===== config.mk =====
export PLATFORM = sky130hd
export DESIGN_NAME = predictive_echo_tracker_core
export DESIGN_NICKNAME = d
export VERILOG_FILES = /design/src/rtl/pet_pkg.sv /design/src/rtl/pet_dp.sv /design/src/rtl/pet_ctrl.sv /design/src/rtl/predictive_echo_tracker_core.sv
export VERILOG_INCLUDE_DIRS = /design/src /design/src/rtl
export SDC_FILE = /design/constraint.sdc
export NUM_CORES = 2
export LEC_CHECK = 0
export ABC_AREA = 1
export BUFFER_PORTS_ARGS = -buffer_cell sky130_fd_sc_hd__buf_2
export CAP_MARGIN = 20
export CORE_MARGIN = 5
export CORE_UTILIZATION = 30
export DETAILED_ROUTE_END_ITERATION = 8
export PLACE_DENSITY = 0.52
export SYNTH_ARGS = -nofsm -noshare
export SYNTH_HDL_FRONTEND = slang
export SYNTH_HIERARCHICAL = 1
export SYNTH_SLANG_ARGS = --single-unit
export TNS_END_PERCENT = 50

===== constraint.sdc =====
create_clock -name clk -period 7 [get_ports clk]
set_input_delay 0 -clock clk [delete_from_list [all_inputs] [get_ports clk]]
set_output_delay 0 -clock clk [all_outputs]
set_load 0.005 [all_outputs]

===== src/rtl/predictive_echo_tracker_core_assert.svh =====
// Assertion macros shared by the tracker RTL.
// No dependencies; define ASSERT_OFF to compile the checks away.
`ifndef PREDICTIVE_ECHO_TRACKER_CORE_ASSERT_SVH
`define PREDICTIVE_ECHO_TRACKER_CORE_ASSERT_SVH

`ifndef ASSERT_OFF
// Same-cycle implication, disabled during reset.
`define PET_ASSERT_IMPL(label, clk, rst, ante, cons) \
  label: assert property (@(posedge clk) disable iff (rst) (ante) |-> (cons)) \
    else $error("assertion failed");
// Next-cycle implication, disabled during reset.
`define PET_ASSERT_NEXT(label, clk, rst, ante, cons) \
  label: assert property (@(posedge clk) disable iff (rst) (ante) |=> (cons)) \
    else $error("assertion failed");
`else
`define PET_ASSERT_IMPL(label, clk, rst, ante, cons)
`define PET_ASSERT_NEXT(label, clk, rst, ante, cons)
`endif

`endif


===== src/rtl/pet_pkg.sv =====
// Package for the predictive echo tracker: payload structs, codes, constants.
// Used by pet_dp, pet_ctrl and predictive_echo_tracker_core.
package pet_pkg;

  localparam int DEPTH = 64;
  localparam int IDX_W = $clog2(DEPTH);
  localparam int CNT_W = $clog2(DEPTH + 1);

  localparam logic [7:0]  PRINT_LO   = 8'h20;
  localparam logic [7:0]  PRINT_HI   = 8'h7f;
  localparam logic [20:0] CELL_BLANK = 21'h20;
  localparam logic [20:0] CELL_EMPTY = 21'h0;

  // Item kinds.
  localparam logic [2:0] KIND_KEY     = 3'd0;
  localparam logic [2:0] KIND_BEGIN   = 3'd1;
  localparam logic [2:0] KIND_CELL    = 3'd2;
  localparam logic [2:0] KIND_END     = 3'd3;
  localparam logic [2:0] KIND_OVERLAY = 3'd4;
  localparam logic [2:0] KIND_RESET   = 3'd5;

  // Configuration register indexes.
  localparam logic REG_GRID_ROWS = 1'b0;
  localparam logic REG_GRID_COLS = 1'b1;

  localparam logic [15:0] GRID_ROWS_RESET = 16'd24;
  localparam logic [15:0] GRID_COLS_RESET = 16'd80;

  typedef struct packed {
    logic [2:0]  kind;
    logic [7:0]  byte_value;
    logic [15:0] srv_row;
    logic [15:0] srv_col;
    logic [20:0] cell_char;
    logic        cell_present;
  } item_t;

  typedef struct packed {
    logic             changed;
    logic             entry_valid;
    logic [15:0]      entry_row;
    logic [15:0]      entry_col;
    logic [6:0]       entry_char;
    logic             on_grid;
    logic             cursor_move;
    logic [15:0]      cursor_row_new;
    logic [15:0]      cursor_col_new;
    logic             mismatch;
    logic [6:0]       pending_count;
    logic             last_result;
  } result_t;

  // One stored prediction.
  typedef struct packed {
    logic [15:0] row;
    logic [15:0] col;
    logic [6:0]  ch;
  } slot_t;

  // Memory read address source.
  typedef enum logic [1:0] {
    RD_SCAN,
    RD_KEEP,
    RD_PTR
  } rd_sel_t;

  // Result format written into the output register.
  typedef enum logic [1:0] {
    EMIT_NONE,
    EMIT_PLAIN,
    EMIT_QUERY,
    EMIT_OVERLAY
  } emit_sel_t;

  typedef struct packed {
    logic      load;
    logic      rd_en;
    rd_sel_t   rd_sel;
    logic      key;
    logic      frame_begin;
    logic      frame_cell;
    logic      close;
    logic      clear;
    logic      ov_init;
    emit_sel_t emit;
  } dp_cmd_t;

  typedef struct packed {
    logic out_free;
    logic ov_empty;
    logic ov_last;
  } dp_status_t;

  function automatic logic [15:0] sat_inc(input logic [15:0] v);
    return (v == 16'hFFFF) ? v : v + 16'd1;
  endfunction

endpackage


===== src/rtl/pet_dp.sv =====
// Datapath of the predictive echo tracker: prediction memory, tracking state,
// configuration registers and the output register. Depends on pet_pkg.
module pet_dp import pet_pkg::*; (
  input  logic       clk,
  input  logic       rst,
  input  item_t      item,
  input  logic       cfg_we,
  input  logic       cfg_index,
  input  logic [15:0] cfg_data,
  input  dp_cmd_t    cmd,
  output dp_status_t status,
  output logic       result_valid,
  input  logic       result_stall,
  output result_t    result
);

  slot_t mem [DEPTH];
  slot_t rd_q;
  item_t in_q;

  logic [CNT_W-1:0] entry_count;
  logic [15:0]      next_row;
  logic [15:0]      next_col;
  logic             anchored;
  logic             frame_open;
  logic             frame_aborted;
  logic [CNT_W-1:0] scan_index;
  logic [CNT_W-1:0] keep_index;
  logic             chg_flag;
  logic             mis_flag;
  logic [CNT_W-1:0] ov_rem;
  logic [CNT_W-1:0] ov_ptr;
  logic [15:0]      grid_rows;
  logic [15:0]      grid_cols;

  logic             out_free;
  logic             frame_live;
  logic             scan_active;
  logic             printable;
  logic             cell_hit;
  logic             cell_clash;
  logic [IDX_W-1:0] rd_addr;
  logic [IDX_W-1:0] keep_last;
  logic [CNT_W-1:0] ov_ptr_next;
  logic             mem_we;
  logic [IDX_W-1:0] mem_waddr;
  slot_t            mem_wdata;
  result_t          res;

  assign out_free    = !result_valid || !result_stall;
  assign frame_live  = frame_open && !frame_aborted;
  assign scan_active = frame_live && (scan_index < entry_count);
  assign printable   = (in_q.byte_value >= PRINT_LO) && (in_q.byte_value < PRINT_HI);
  assign cell_hit    = !in_q.cell_present || (in_q.cell_char == {14'd0, rd_q.ch});
  assign cell_clash  = (in_q.cell_char != CELL_EMPTY) && (in_q.cell_char != CELL_BLANK);
  assign keep_last   = IDX_W'(keep_index - CNT_W'(1));

  assign status.out_free = out_free;
  assign status.ov_empty = (ov_rem == '0);
  assign status.ov_last  = (ov_rem == CNT_W'(1));

  // Overlay walk: kept entries first, then the unreported tail of the frame.
  always_comb begin
    ov_ptr_next = ov_ptr + CNT_W'(1);
    if (frame_live && (ov_ptr_next == keep_index)) begin
      ov_ptr_next = scan_index;
    end
  end

  // Read address selection.
  always_comb begin
    case (cmd.rd_sel)
      RD_SCAN: rd_addr = scan_index[IDX_W-1:0];
      RD_KEEP: rd_addr = keep_last;
      RD_PTR:  rd_addr = ov_ptr[IDX_W-1:0];
      default: rd_addr = scan_index[IDX_W-1:0];
    endcase
  end

  // Memory write: keystroke append or compaction of a kept entry.
  always_comb begin
    mem_we    = 1'b0;
    mem_waddr = entry_count[IDX_W-1:0];
    mem_wdata = '{row: next_row, col: next_col, ch: in_q.byte_value[6:0]};
    if (cmd.key && anchored && !frame_open && printable &&
        (entry_count != CNT_W'(DEPTH))) begin
      mem_we = 1'b1;
    end else if (cmd.frame_cell && scan_active && !cell_hit && !cell_clash) begin
      mem_we    = 1'b1;
      mem_waddr = keep_index[IDX_W-1:0];
      mem_wdata = rd_q;
    end
  end

  // Prediction memory with registered read.
  always_ff @(posedge clk) begin
    if (mem_we) begin
      mem[mem_waddr] <= mem_wdata;
    end
    if (cmd.rd_en) begin
      rd_q <= mem[rd_addr];
    end
  end

  // Input item latch.
  always_ff @(posedge clk) begin
    if (cmd.load) begin
      in_q <= item;
    end
  end

  // Tracking state and configuration registers.
  always_ff @(posedge clk) begin
    if (rst) begin
      entry_count   <= '0;
      next_row      <= '0;
      next_col      <= '0;
      anchored      <= 1'b0;
      frame_open    <= 1'b0;
      frame_aborted <= 1'b0;
      scan_index    <= '0;
      keep_index    <= '0;
      chg_flag      <= 1'b0;
      mis_flag      <= 1'b0;
      ov_rem        <= '0;
      ov_ptr        <= '0;
      grid_rows     <= GRID_ROWS_RESET;
      grid_cols     <= GRID_COLS_RESET;
    end else begin
      if (cfg_we) begin
        if (cfg_index == REG_GRID_ROWS) begin
          grid_rows <= cfg_data;
        end else begin
          grid_cols <= cfg_data;
        end
      end
      if (cmd.load) begin
        chg_flag <= 1'b0;
        mis_flag <= 1'b0;
      end
      // Keystroke: append a printable byte or drop the whole list.
      if (cmd.key && anchored && !frame_open) begin
        chg_flag <= 1'b1;
        if (!printable || (entry_count == CNT_W'(DEPTH))) begin
          entry_count <= '0;
          anchored    <= 1'b0;
        end else begin
          entry_count <= entry_count + CNT_W'(1);
          next_col    <= sat_inc(next_col);
        end
      end
      // Frame begin: close any open frame, anchor at the server cursor.
      if (cmd.frame_begin) begin
        if (frame_live) begin
          entry_count <= keep_index;
        end
        next_row      <= in_q.srv_row;
        next_col      <= in_q.srv_col;
        anchored      <= 1'b1;
        frame_open    <= 1'b1;
        frame_aborted <= 1'b0;
        scan_index    <= '0;
        keep_index    <= '0;
      end
      // Frame cell: compare against the pending entry under the scan.
      if (cmd.frame_cell && scan_active) begin
        if (cell_hit) begin
          scan_index <= scan_index + CNT_W'(1);
        end else if (cell_clash) begin
          entry_count   <= '0;
          frame_aborted <= 1'b1;
          mis_flag      <= 1'b1;
        end else begin
          keep_index <= keep_index + CNT_W'(1);
          scan_index <= scan_index + CNT_W'(1);
        end
      end
      // Frame end: compact and continue after the last kept entry.
      if (cmd.close && frame_open) begin
        if (!frame_aborted) begin
          entry_count <= keep_index;
          if (keep_index != '0) begin
            next_row <= rd_q.row;
            next_col <= sat_inc(rd_q.col);
          end
        end
        frame_open    <= 1'b0;
        frame_aborted <= 1'b0;
      end
      // Reset item.
      if (cmd.clear) begin
        entry_count   <= '0;
        anchored      <= 1'b0;
        frame_open    <= 1'b0;
        frame_aborted <= 1'b0;
        scan_index    <= '0;
        keep_index    <= '0;
      end
      // Overlay setup and walk.
      if (cmd.ov_init) begin
        if (frame_live) begin
          ov_rem <= keep_index + (entry_count - scan_index);
          ov_ptr <= (keep_index == '0) ? scan_index : '0;
        end else begin
          ov_rem <= entry_count;
          ov_ptr <= '0;
        end
      end
      if (cmd.emit == EMIT_OVERLAY) begin
        ov_rem <= ov_rem - CNT_W'(1);
        ov_ptr <= ov_ptr_next;
      end
    end
  end

  // Result formatting.
  always_comb begin
    res               = '0;
    res.pending_count = 7'(entry_count);
    res.last_result   = 1'b1;
    case (cmd.emit)
      EMIT_PLAIN: begin
        res.changed = chg_flag;
      end
      EMIT_QUERY: begin
        res.mismatch = mis_flag;
        if (scan_active) begin
          res.entry_valid = 1'b1;
          res.entry_row   = rd_q.row;
          res.entry_col   = rd_q.col;
          res.entry_char  = rd_q.ch;
        end
      end
      EMIT_OVERLAY: begin
        res.entry_valid = 1'b1;
        res.entry_row   = rd_q.row;
        res.entry_col   = rd_q.col;
        res.entry_char  = rd_q.ch;
        res.on_grid     = (rd_q.row < grid_rows) && (rd_q.col < grid_cols);
        res.last_result = status.ov_last;
        if (status.ov_last && (({1'b0, rd_q.col} + 17'd1) < {1'b0, grid_cols})) begin
          res.cursor_move    = 1'b1;
          res.cursor_row_new = rd_q.row;
          res.cursor_col_new = sat_inc(rd_q.col);
        end
      end
      default: begin
        res = '0;
      end
    endcase
  end

  // Output register: holds one transaction until the receiver takes it.
  always_ff @(posedge clk) begin
    if (rst) begin
      result_valid <= 1'b0;
    end else if (cmd.emit != EMIT_NONE) begin
      result_valid <= 1'b1;
    end else if (!result_stall) begin
      result_valid <= 1'b0;
    end
  end

  always_ff @(posedge clk) begin
    if (cmd.emit != EMIT_NONE) begin
      result <= res;
    end
  end

endmodule


===== src/rtl/pet_ctrl.sv =====
// Controller of the predictive echo tracker: sequences each item through the
// datapath with command and status structs. Depends on pet_pkg.
module pet_ctrl import pet_pkg::*; (
  input  logic       clk,
  input  logic       rst,
  input  logic       item_valid,
  input  logic [2:0] item_kind,
  input  dp_status_t status,
  output dp_cmd_t    cmd,
  output logic       item_stall
);

  typedef enum logic [3:0] {
    S_IDLE,
    S_KEY,
    S_BEG,
    S_CELL_RD,
    S_CELL_EX,
    S_SHOW_RD,
    S_SHOW,
    S_END_RD,
    S_END_EX,
    S_RST,
    S_EMIT,
    S_OV_INIT,
    S_OV_RD,
    S_OV_EM
  } state_t;

  state_t state;
  state_t state_next;

  assign item_stall = (state != S_IDLE);

  // Next state and datapath commands.
  always_comb begin
    state_next = state;
    cmd        = '0;
    cmd.rd_sel = RD_SCAN;
    cmd.emit   = EMIT_NONE;
    case (state)
      S_IDLE: begin
        if (item_valid) begin
          cmd.load = 1'b1;
          case (item_kind)
            KIND_KEY:     state_next = S_KEY;
            KIND_BEGIN:   state_next = S_BEG;
            KIND_CELL:    state_next = S_CELL_RD;
            KIND_END:     state_next = S_END_RD;
            KIND_OVERLAY: state_next = S_OV_INIT;
            KIND_RESET:   state_next = S_RST;
            default:      state_next = S_EMIT;
          endcase
        end
      end
      S_KEY: begin
        cmd.key    = 1'b1;
        state_next = S_EMIT;
      end
      S_BEG: begin
        cmd.frame_begin = 1'b1;
        state_next      = S_SHOW_RD;
      end
      S_CELL_RD: begin
        cmd.rd_en  = 1'b1;
        state_next = S_CELL_EX;
      end
      S_CELL_EX: begin
        cmd.frame_cell = 1'b1;
        state_next     = S_SHOW_RD;
      end
      S_SHOW_RD: begin
        cmd.rd_en  = 1'b1;
        state_next = S_SHOW;
      end
      S_SHOW: begin
        if (status.out_free) begin
          cmd.emit   = EMIT_QUERY;
          state_next = S_IDLE;
        end
      end
      S_END_RD: begin
        cmd.rd_en  = 1'b1;
        cmd.rd_sel = RD_KEEP;
        state_next = S_END_EX;
      end
      S_END_EX: begin
        cmd.close  = 1'b1;
        state_next = S_EMIT;
      end
      S_RST: begin
        cmd.clear  = 1'b1;
        state_next = S_EMIT;
      end
      S_EMIT: begin
        if (status.out_free) begin
          cmd.emit   = EMIT_PLAIN;
          state_next = S_IDLE;
        end
      end
      S_OV_INIT: begin
        cmd.ov_init = 1'b1;
        state_next  = S_OV_RD;
      end
      S_OV_RD: begin
        cmd.rd_en  = 1'b1;
        cmd.rd_sel = RD_PTR;
        state_next = status.ov_empty ? S_EMIT : S_OV_EM;
      end
      S_OV_EM: begin
        if (status.out_free) begin
          cmd.emit   = EMIT_OVERLAY;
          state_next = status.ov_last ? S_IDLE : S_OV_RD;
        end
      end
      default: begin
        state_next = S_IDLE;
      end
    endcase
  end

  // State register.
  always_ff @(posedge clk) begin
    if (rst) begin
      state <= S_IDLE;
    end else begin
      state <= state_next;
    end
  end

endmodule


===== src/rtl/predictive_echo_tracker_core.sv =====
// Predictive echo tracker, top level.
// Item channel: item_valid / item_stall carry one item_t per transaction; the
//   kind field selects keystroke, frame begin, frame cell, frame end, overlay
//   or reset.
// Result channel: result_valid / result_stall carry one result_t per
//   transaction; last_result marks the final result of an item.
// Configuration: cfg_we writes cfg_data into grid_rows (index 0) or
//   grid_cols (index 1); write only while the block is idle.
// Timing: one item is worked at a time. Keystroke and reset update the state
//   before their plain result, frame end reads the last kept entry and closes
//   first, other plain kinds send it directly. Frame begin and frame cell end
//   in a memory read and a query result. An overlay sends each entry after one
//   registered read of the prediction memory, or a plain result if empty.
// The next item is accepted as soon as the last result sits in the output
//   register, even if the receiver has not taken it yet. A stalled receiver
//   holds the result and the sequencer waits before writing another.
// Reset clears the list, unanchors the tracker, loads grid 24 x 80 and empties
//   the output register; the memory needs no clearing pass.
`include "predictive_echo_tracker_core_assert.svh"

module predictive_echo_tracker_core import pet_pkg::*; (
  input  logic        clk,
  input  logic        rst,
  input  logic        item_valid,
  output logic        item_stall,
  input  item_t       item,
  output logic        result_valid,
  input  logic        result_stall,
  output result_t     result,
  input  logic        cfg_we,
  input  logic        cfg_index,
  input  logic [15:0] cfg_data
);

  dp_cmd_t    cmd;
  dp_status_t status;
  logic       hint_ok;
  logic       entry_blank;

  // Sequencer.
  pet_ctrl u_ctrl (
    .clk        (clk),
    .rst        (rst),
    .item_valid (item_valid),
    .item_kind  (item.kind),
    .status     (status),
    .cmd        (cmd),
    .item_stall (item_stall)
  );

  // Storage and result formatting.
  pet_dp u_dp (
    .clk          (clk),
    .rst          (rst),
    .item         (item),
    .cfg_we       (cfg_we),
    .cfg_index    (cfg_index),
    .cfg_data     (cfg_data),
    .cmd          (cmd),
    .status       (status),
    .result_valid (result_valid),
    .result_stall (result_stall),
    .result       (result)
  );

  // Helper terms for the checks below.
  assign hint_ok     = result.last_result && result.entry_valid;
  assign entry_blank = (result.entry_row == 16'd0) && (result.entry_col == 16'd0) &&
                       (result.entry_char == 7'd0);

  // An accepted item always keeps the sequencer busy in the next cycle.
  `PET_ASSERT_NEXT(a_busy_after_accept, clk, rst, item_valid && !item_stall, item_stall)
  // The pending count never exceeds the memory depth.
  `PET_ASSERT_IMPL(a_count_bound, clk, rst, result_valid, result.pending_count <= 7'(DEPTH))
  // A cursor hint only comes with the final overlay result.
  `PET_ASSERT_IMPL(a_hint_last, clk, rst, result_valid && result.cursor_move, hint_ok)
  // Entry fields are zero when no entry is shown.
  `PET_ASSERT_IMPL(a_entry_zero, clk, rst, result_valid && !result.entry_valid, entry_blank)

endmodule

Word level (Yosys, flattened, before mapping)
Memory sizes are Yosys's and may differ from the RTL's. A register that Yosys moved wholly into a read port is not among the register bits.
Cells that the tools add are included.
{"block": "word_totals", "elab_cells": 224, "output_inout_bits": 86, "ram_bits": 2496, "regBits": 255, "input_bits": 87, "mem_count": 1}
{"block": "op_classes", "n_eq_ne": 35, "bitwise_logic": 1, "magnitude_cmp": 6, "reduce_logical": 51, "n_mux": 86, "addsub": 11}
{"memory": "u_dp.mem", "words": 64, "word_bits": 39, "rd": 1, "rd_clocked_by_memory_dff": 1, "wr": 1, "line_no": "pet_dp.sv:17", "rtl": "slot_t mem [DEPTH];"}
{"cell": "$mux 16", "n": 12}
{"cell": "$mux 7", "n": 25}
{"cell": "$pmux 40 s2", "n": 1}
{"cell": "$mux 39", "n": 2}
{"cell": "$mux 40", "n": 1}
{"cell": "$pmux 4 s10", "n": 1}
{"cell": "$mux 33", "n": 1}
{"cell": "$add 16x1->16 const B", "n": 2}
{"cell": "$eq 16x16->1 const B", "n": 2}
{"cell": "$lt 16x16->1", "n": 2}
{"cell": "$mux 1", "n": 29}
{"cell": "$add 7x1->7 const B", "n": 4}
{"cell": "$eq 4x4->1 const B", "n": 6}
{"cell": "$pmux 4 s6", "n": 1}
{"cell": "$eq 21x7->1", "n": 1}
{"cell": "$ne 21x6->1 const B", "n": 1}
{"cell": "$reduce_bool 21->1", "n": 1}
{"cell": "$add 16x1->17 const B", "n": 1}
{"cell": "$lt 17x16->1", "n": 1}
{"cell": "$eq 4x3->1 const B", "n": 4}
{"cell": "$mux 4", "n": 4}
{"cell": "$logic_and 1x1->1", "n": 15}
{"cell": "$logic_not 7->1", "n": 2}
{"cell": "$mux 6", "n": 2}
{"cell": "other kinds (39)", "n": 69}

Logic depth before layout (Yosys ltp)
{"block": "depth", "word_depth": 13, "depth_mapped": 20, "mapped_depth_nobuf": 18}

Hierarchy
The synthesis kept the hierarchy.
{"module": "pet_dp", "area_each_um2": 117247.4, "instances": 1, "cells_per_inst": 9582, "seq_area_each_um2": 82609.2}
{"module": "pet_ctrl", "area_each_um2": 467.9, "instances": 1, "cells_per_inst": 94, "seq_area_each_um2": 80.1}

Worst setup path before layout
Ideal clock, no wire load.
{"block": "synth_path", "kind": "register to register", "start": "reg u_dp.entry_count[4]", "end": "mem u_dp/mem[0][0] (netlist name), data pin", "arrival_time_ns": 4.399, "stages_incl_launch_ff": 12, "setup_ns": 0.702, "setup_slack_ns": 1.900, "t_required_ns": 6.298, "n_path_buf": 2, "period_less_slack_ns": 5.100, "path_cell_list": "dfxtp_1 > clkinv_1 > ha_1 > nand2_1 > nand2_1 > a21oi_2 > nand3_2 > nor2_4 > nand4_4 > buf_2 > clkbuf_1 > o21ai_0"}
{"element": "start, declared", "line_no": "pet_dp.sv:21", "rtl": "logic [CNT_W-1:0] entry_count;"}
{"element": "start signal, assigned", "line_no": "pet_dp.sv:148", "rtl": "entry_count <= entry_count + CNT_W'(1);"}
{"element": "start signal, assigned", "line_no": "pet_dp.sv:155", "rtl": "entry_count <= keep_index;"}
{"element": "start signal, assigned", "line_no": "pet_dp.sv:181", "rtl": "entry_count <= keep_index;"}
{"element": "end, declared", "line_no": "pet_dp.sv:17"}

Worst setup path in the final report
{"block": "layout_path", "start": "reg, netlist name u_dp/rd_q[7]", "end": "reg, netlist name u_dp/result[10]"}
{"block": "layout_between", "elab_chain_len": 4, "word_cells_on_any_way": 7, "cone_classes": "add/sub (2); order compare (1); eq/ne (1); mux (1); reduce/logical (2)"}
{"element": "$add 16x1->17", "line_no": "pet_dp.sv:241", "rtl": "if (status.ov_last && (({1'b0, rd_q.col} + 17'd1) < {1'b0, grid_cols})) begin"}
{"element": "$lt 17x16->1", "line_no": "pet_dp.sv:241"}
{"element": "$logic_and 1x1->1", "line_no": "pet_dp.sv:241"}
{"element": "$reduce_and 2->1 (no line)"}
Several ways; a longest one is shown, not always the timed one.
A chain may end at the register's enable or synchronous reset.

==> flow_metrics.env <==
export IMPL_clkPwrFrac_pct=38.1
export IMPL_period_share_pct=73.9
export IMPL_final_antenna_net_count=0
export IMPL_ys_ff_latch=2790
export IMPL_p_switching_w=0.0111
export IMPL_place_inst=14668
export IMPL_hold_path_class="primary input to flip-flop"
export IMPL_final_nets=10087
export IMPL_end_kind="flip-flop"
export IMPL_overflow=0
export IMPL_setup_tns_ns=0
export IMPL_cp_start_kind="flip-flop"
export IMPL_stdcell_area_um2=137000
export IMPL_skew_ns=0.0736
export IMPL_drv_cap=0
export IMPL_rsz0062_at_grt="false"
export IMPL_cts_inserted_buffers=303
export IMPL_core_um2=392000
export IMPL_p_seq_share_pct=48.6
export IMPL_syn2layout_area_growth_pct=16.1
export IMPL_post_place_ws_ns=1.91
export IMPL_power_internal_w=0.0300
export IMPL_drive_gt1_share_pct=10.9
export IMPL_setup_violations=0
export IMPL_crit_required_ns=7.67
export IMPL_cp_max_fo=17
export IMPL_dp_hpwl_um=206000
export IMPL_finalHoldViolCount=0
export IMPL_worst_pin_slew_ns=1.19
export IMPL_slew_violations=0
export IMPL_synth_edff_count=2681
export IMPL_final_core_util_pct=34.9
export IMPL_grt_max_degree=206
export IMPL_grt_use_total_pct=16.6
export IMPL_ys_flop_type="edfxtp_1"
export IMPL_post_route_drc_count=0
export IMPL_powerDensity_nw_per_um2=301
export IMPL_setup_slack_ns=1.83
export IMPL_yosysSeqAreaShare_pct=70.2
export IMPL_run_status="complete, no violations"
export IMPL_synth_top_area_cell="edfxtp_1"
export IMPL_die_h_um=636
export IMPL_power_frac_comb_pct=13.2
export IMPL_grt_pass1_wl_um=509000
export IMPL_antenna_found_initial=14
export IMPL_ir_drop_mv=0.178
export IMPL_vias=76579
export IMPL_ys_top_cells_by_count="edfxtp_1, nand2_1, nand3_1, inv_1, o211ai_1"
export IMPL_first_pass_iters=8
export IMPL_worstSetupPathType="flip-flop to flip-flop"
export IMPL_max_slew_margin_pct=20.6
export IMPL_rows=230
export IMPL_drt_iter0_markers=7562
export IMPL_arrival_ns=5.84
export IMPL_placed_cell_area_um2=125000
export IMPL_period_minus_slack_ns=5.17
export IMPL_synthCells=9676
export IMPL_routed_wl_um=350000
export IMPL_pin_count=173
export IMPL_root_buffer="clkbuf_16"
export IMPL_clock_sinks=2790
export IMPL_post_cts_buffers=0
export IMPL_viasPerCell=4.98
export IMPL_die_area_um2=405000
export IMPL_die_w_um=636
export IMPL_power_leakage_nw=50.0
export IMPL_grt_pass1_vias=73168
export IMPL_insertion_delay_ns=0.87
export IMPL_cts_tree="yes"
export IMPL_cts_clk_slew_worst_paths_ns=0.06
export IMPL_htree_levels=5
export IMPL_fmax_mhz=193
export IMPL_clk_path_buf_depth=4
export IMPL_syn_nets=9845
export IMPL_ctsHoldBuffers=165
export IMPL_yosysWarnings=6
export IMPL_initial_utilization_pct=30.1
export IMPL_post_cts_resized=0
export IMPL_avgSynthCellArea_um2=12.2
export IMPL_synth_top_cell_area_share_pct=68.4
export IMPL_io_buffer_count=172
export IMPL_gp_congestion=0.867
export IMPL_async_flop_share_pct=0
export IMPL_syn_area_um2=118000
export IMPL_synth_area_leaders="edfxtp_1, o211ai_1, nand3_1"
export IMPL_synth_cell_types=52
export IMPL_p_sw_share_pct=27.0
export IMPL_detail_route_wl_per_cell_um=22.8
export IMPL_synth_most_common_cell="edfxtp_1"
export IMPL_layoutNonFillerInstCount=15374
## cell type report
| cell class | instances | area, um2 |
|---|---|---|
| inverter | 1294 | 4890 |
| clock inverter | 165 | 1640 |
| fill | 37826 | 255000 |
| clock buffer | 367 | 7940 |
| tap | 5220 | 6530 |
| antenna | 9 | 22.5 |
| multi-input combinational | 4986 | 28400 |
| timing repair buffer | 543 | 4540 |
| sequential | 2790 | 82700 |
## registers in the layout, summed over array words and instances (netlist names), 4 cells and up
name              count
u_ctrl/state          4
u_dp/entry_count      7
u_dp/grid_cols       16
u_dp/grid_rows       16
u_dp/in_q            62
u_dp/keep_index       7
u_dp/mem           2496
u_dp/next_col        16
u_dp/next_row        16
u_dp/ov_ptr           7
u_dp/ov_rem           7
u_dp/rd_q            39
u_dp/result          84
u_dp/scan_index       7
## per-stage QoR
stage / total power (W) / hold slack (ns)
2_1_floorplan: 0.0230 / 0.0691
3_3_place_gp: 0.0256 / 0.180
3_5_place_dp: 0.0257 / 0.178
4_1_cts: 0.0415 / 0.00313
5_1_grt: 0.0426 / 0.0805
6_report: 0.0412 / 0.0781
## path summary, 6_finish.rpt
kind	slack [ns]	to	startpoint	cells after the start
worst max-delay path	1.83	u_dp/result[10]	u_dp/rd_q[7]	18
worst min-delay path	0.08	u_dp/grid_cols[1]	cfg_data[1]	4
worst max register to register	1.83	u_dp/result[10]	u_dp/rd_q[7]	18
worst min register to register	0.46	u_dp/grid_rows[10]	u_dp/grid_rows[10]	2
## power by group through the flow
stage	combinational, W	sequential, W	clock [W]
after floorplan	0.00268	0.0204	0
final	0.00544	0.0200	0.0157
after global routing	0.00586	0.0200	0.0167
after global placement	0.00524	0.0204	0
after CTS	0.00542	0.0200	0.0161
after detailed placement	0.00532	0.0203	0
## placed cells by master, fill, tap and decap left out, drive strengths merged, types with 2 or more instances in the layout
cell and instances:
a211oi 2, a21o 2, a21oi 147, a22oi 5, a311oi 16, a31oi 10, and3 2, buf 378
bufinv 29, clkbuf 367, clkinv 114, clkinvlp 9, dfxtp 109, diode 9, dlygate4sd3 165, edfxtp 2681
fa 6, ha 76, inv 1307, nand2 1429, nand3 1309, nand3b 2, nand4 28, nor2 270
nor3 30, nor4 3, o211ai 1221, o21a 2, o21ai 141, o21bai 2, o221ai 6, or2 240
xnor2 9, xor2 25
## metal layers
metal	up-vias	track usage, %	share of wire, %
li1	35162	-	-
met1	38279	24.0	45
met2	2686	25.9	45
met3	452	3.00	7.6
met4	0	4.10	2.4
met5	-	0	0
## worst max-delay path, cell delays in order, from the launching register on
cell and delay (ns):
edfxtp_1 0.67, inv_1 0.32, nor3_1 0.35, nand3_1 0.22, nor2_1 0.17, nand2_1 0.10
nor2_1 0.17, nand2_1 0.09, xor2_1 0.29, inv_1 0.13, ha_1 0.31, nand2_1 0.06
nor2_1 0.04, a211oi_1 0.22, nor2_1 0.09, nor3_1 0.26, nand4_1 0.81, buf_4 0.53
nor2_1 0.15
## cell families (layout without fill, tap and decap cells)
group | after synthesis | count (layout) | share of synthesized area (%)
other | 0 | 9 | 0
flip-flops | 2790 | 2790 | 70.2
AO/OA/AOI/OAI | 1557 | 1557 | 9.37
buffers and inverters | 1900 | 2369 | 6.43
adder cells (fa/ha/maj) | 82 | 82 | 0.910
XOR/XNOR | 34 | 34 | 0.253
AND/OR/NAND/NOR | 3313 | 3313 | 12.8
Note: power is estimated with default switching activity, not from simulation.
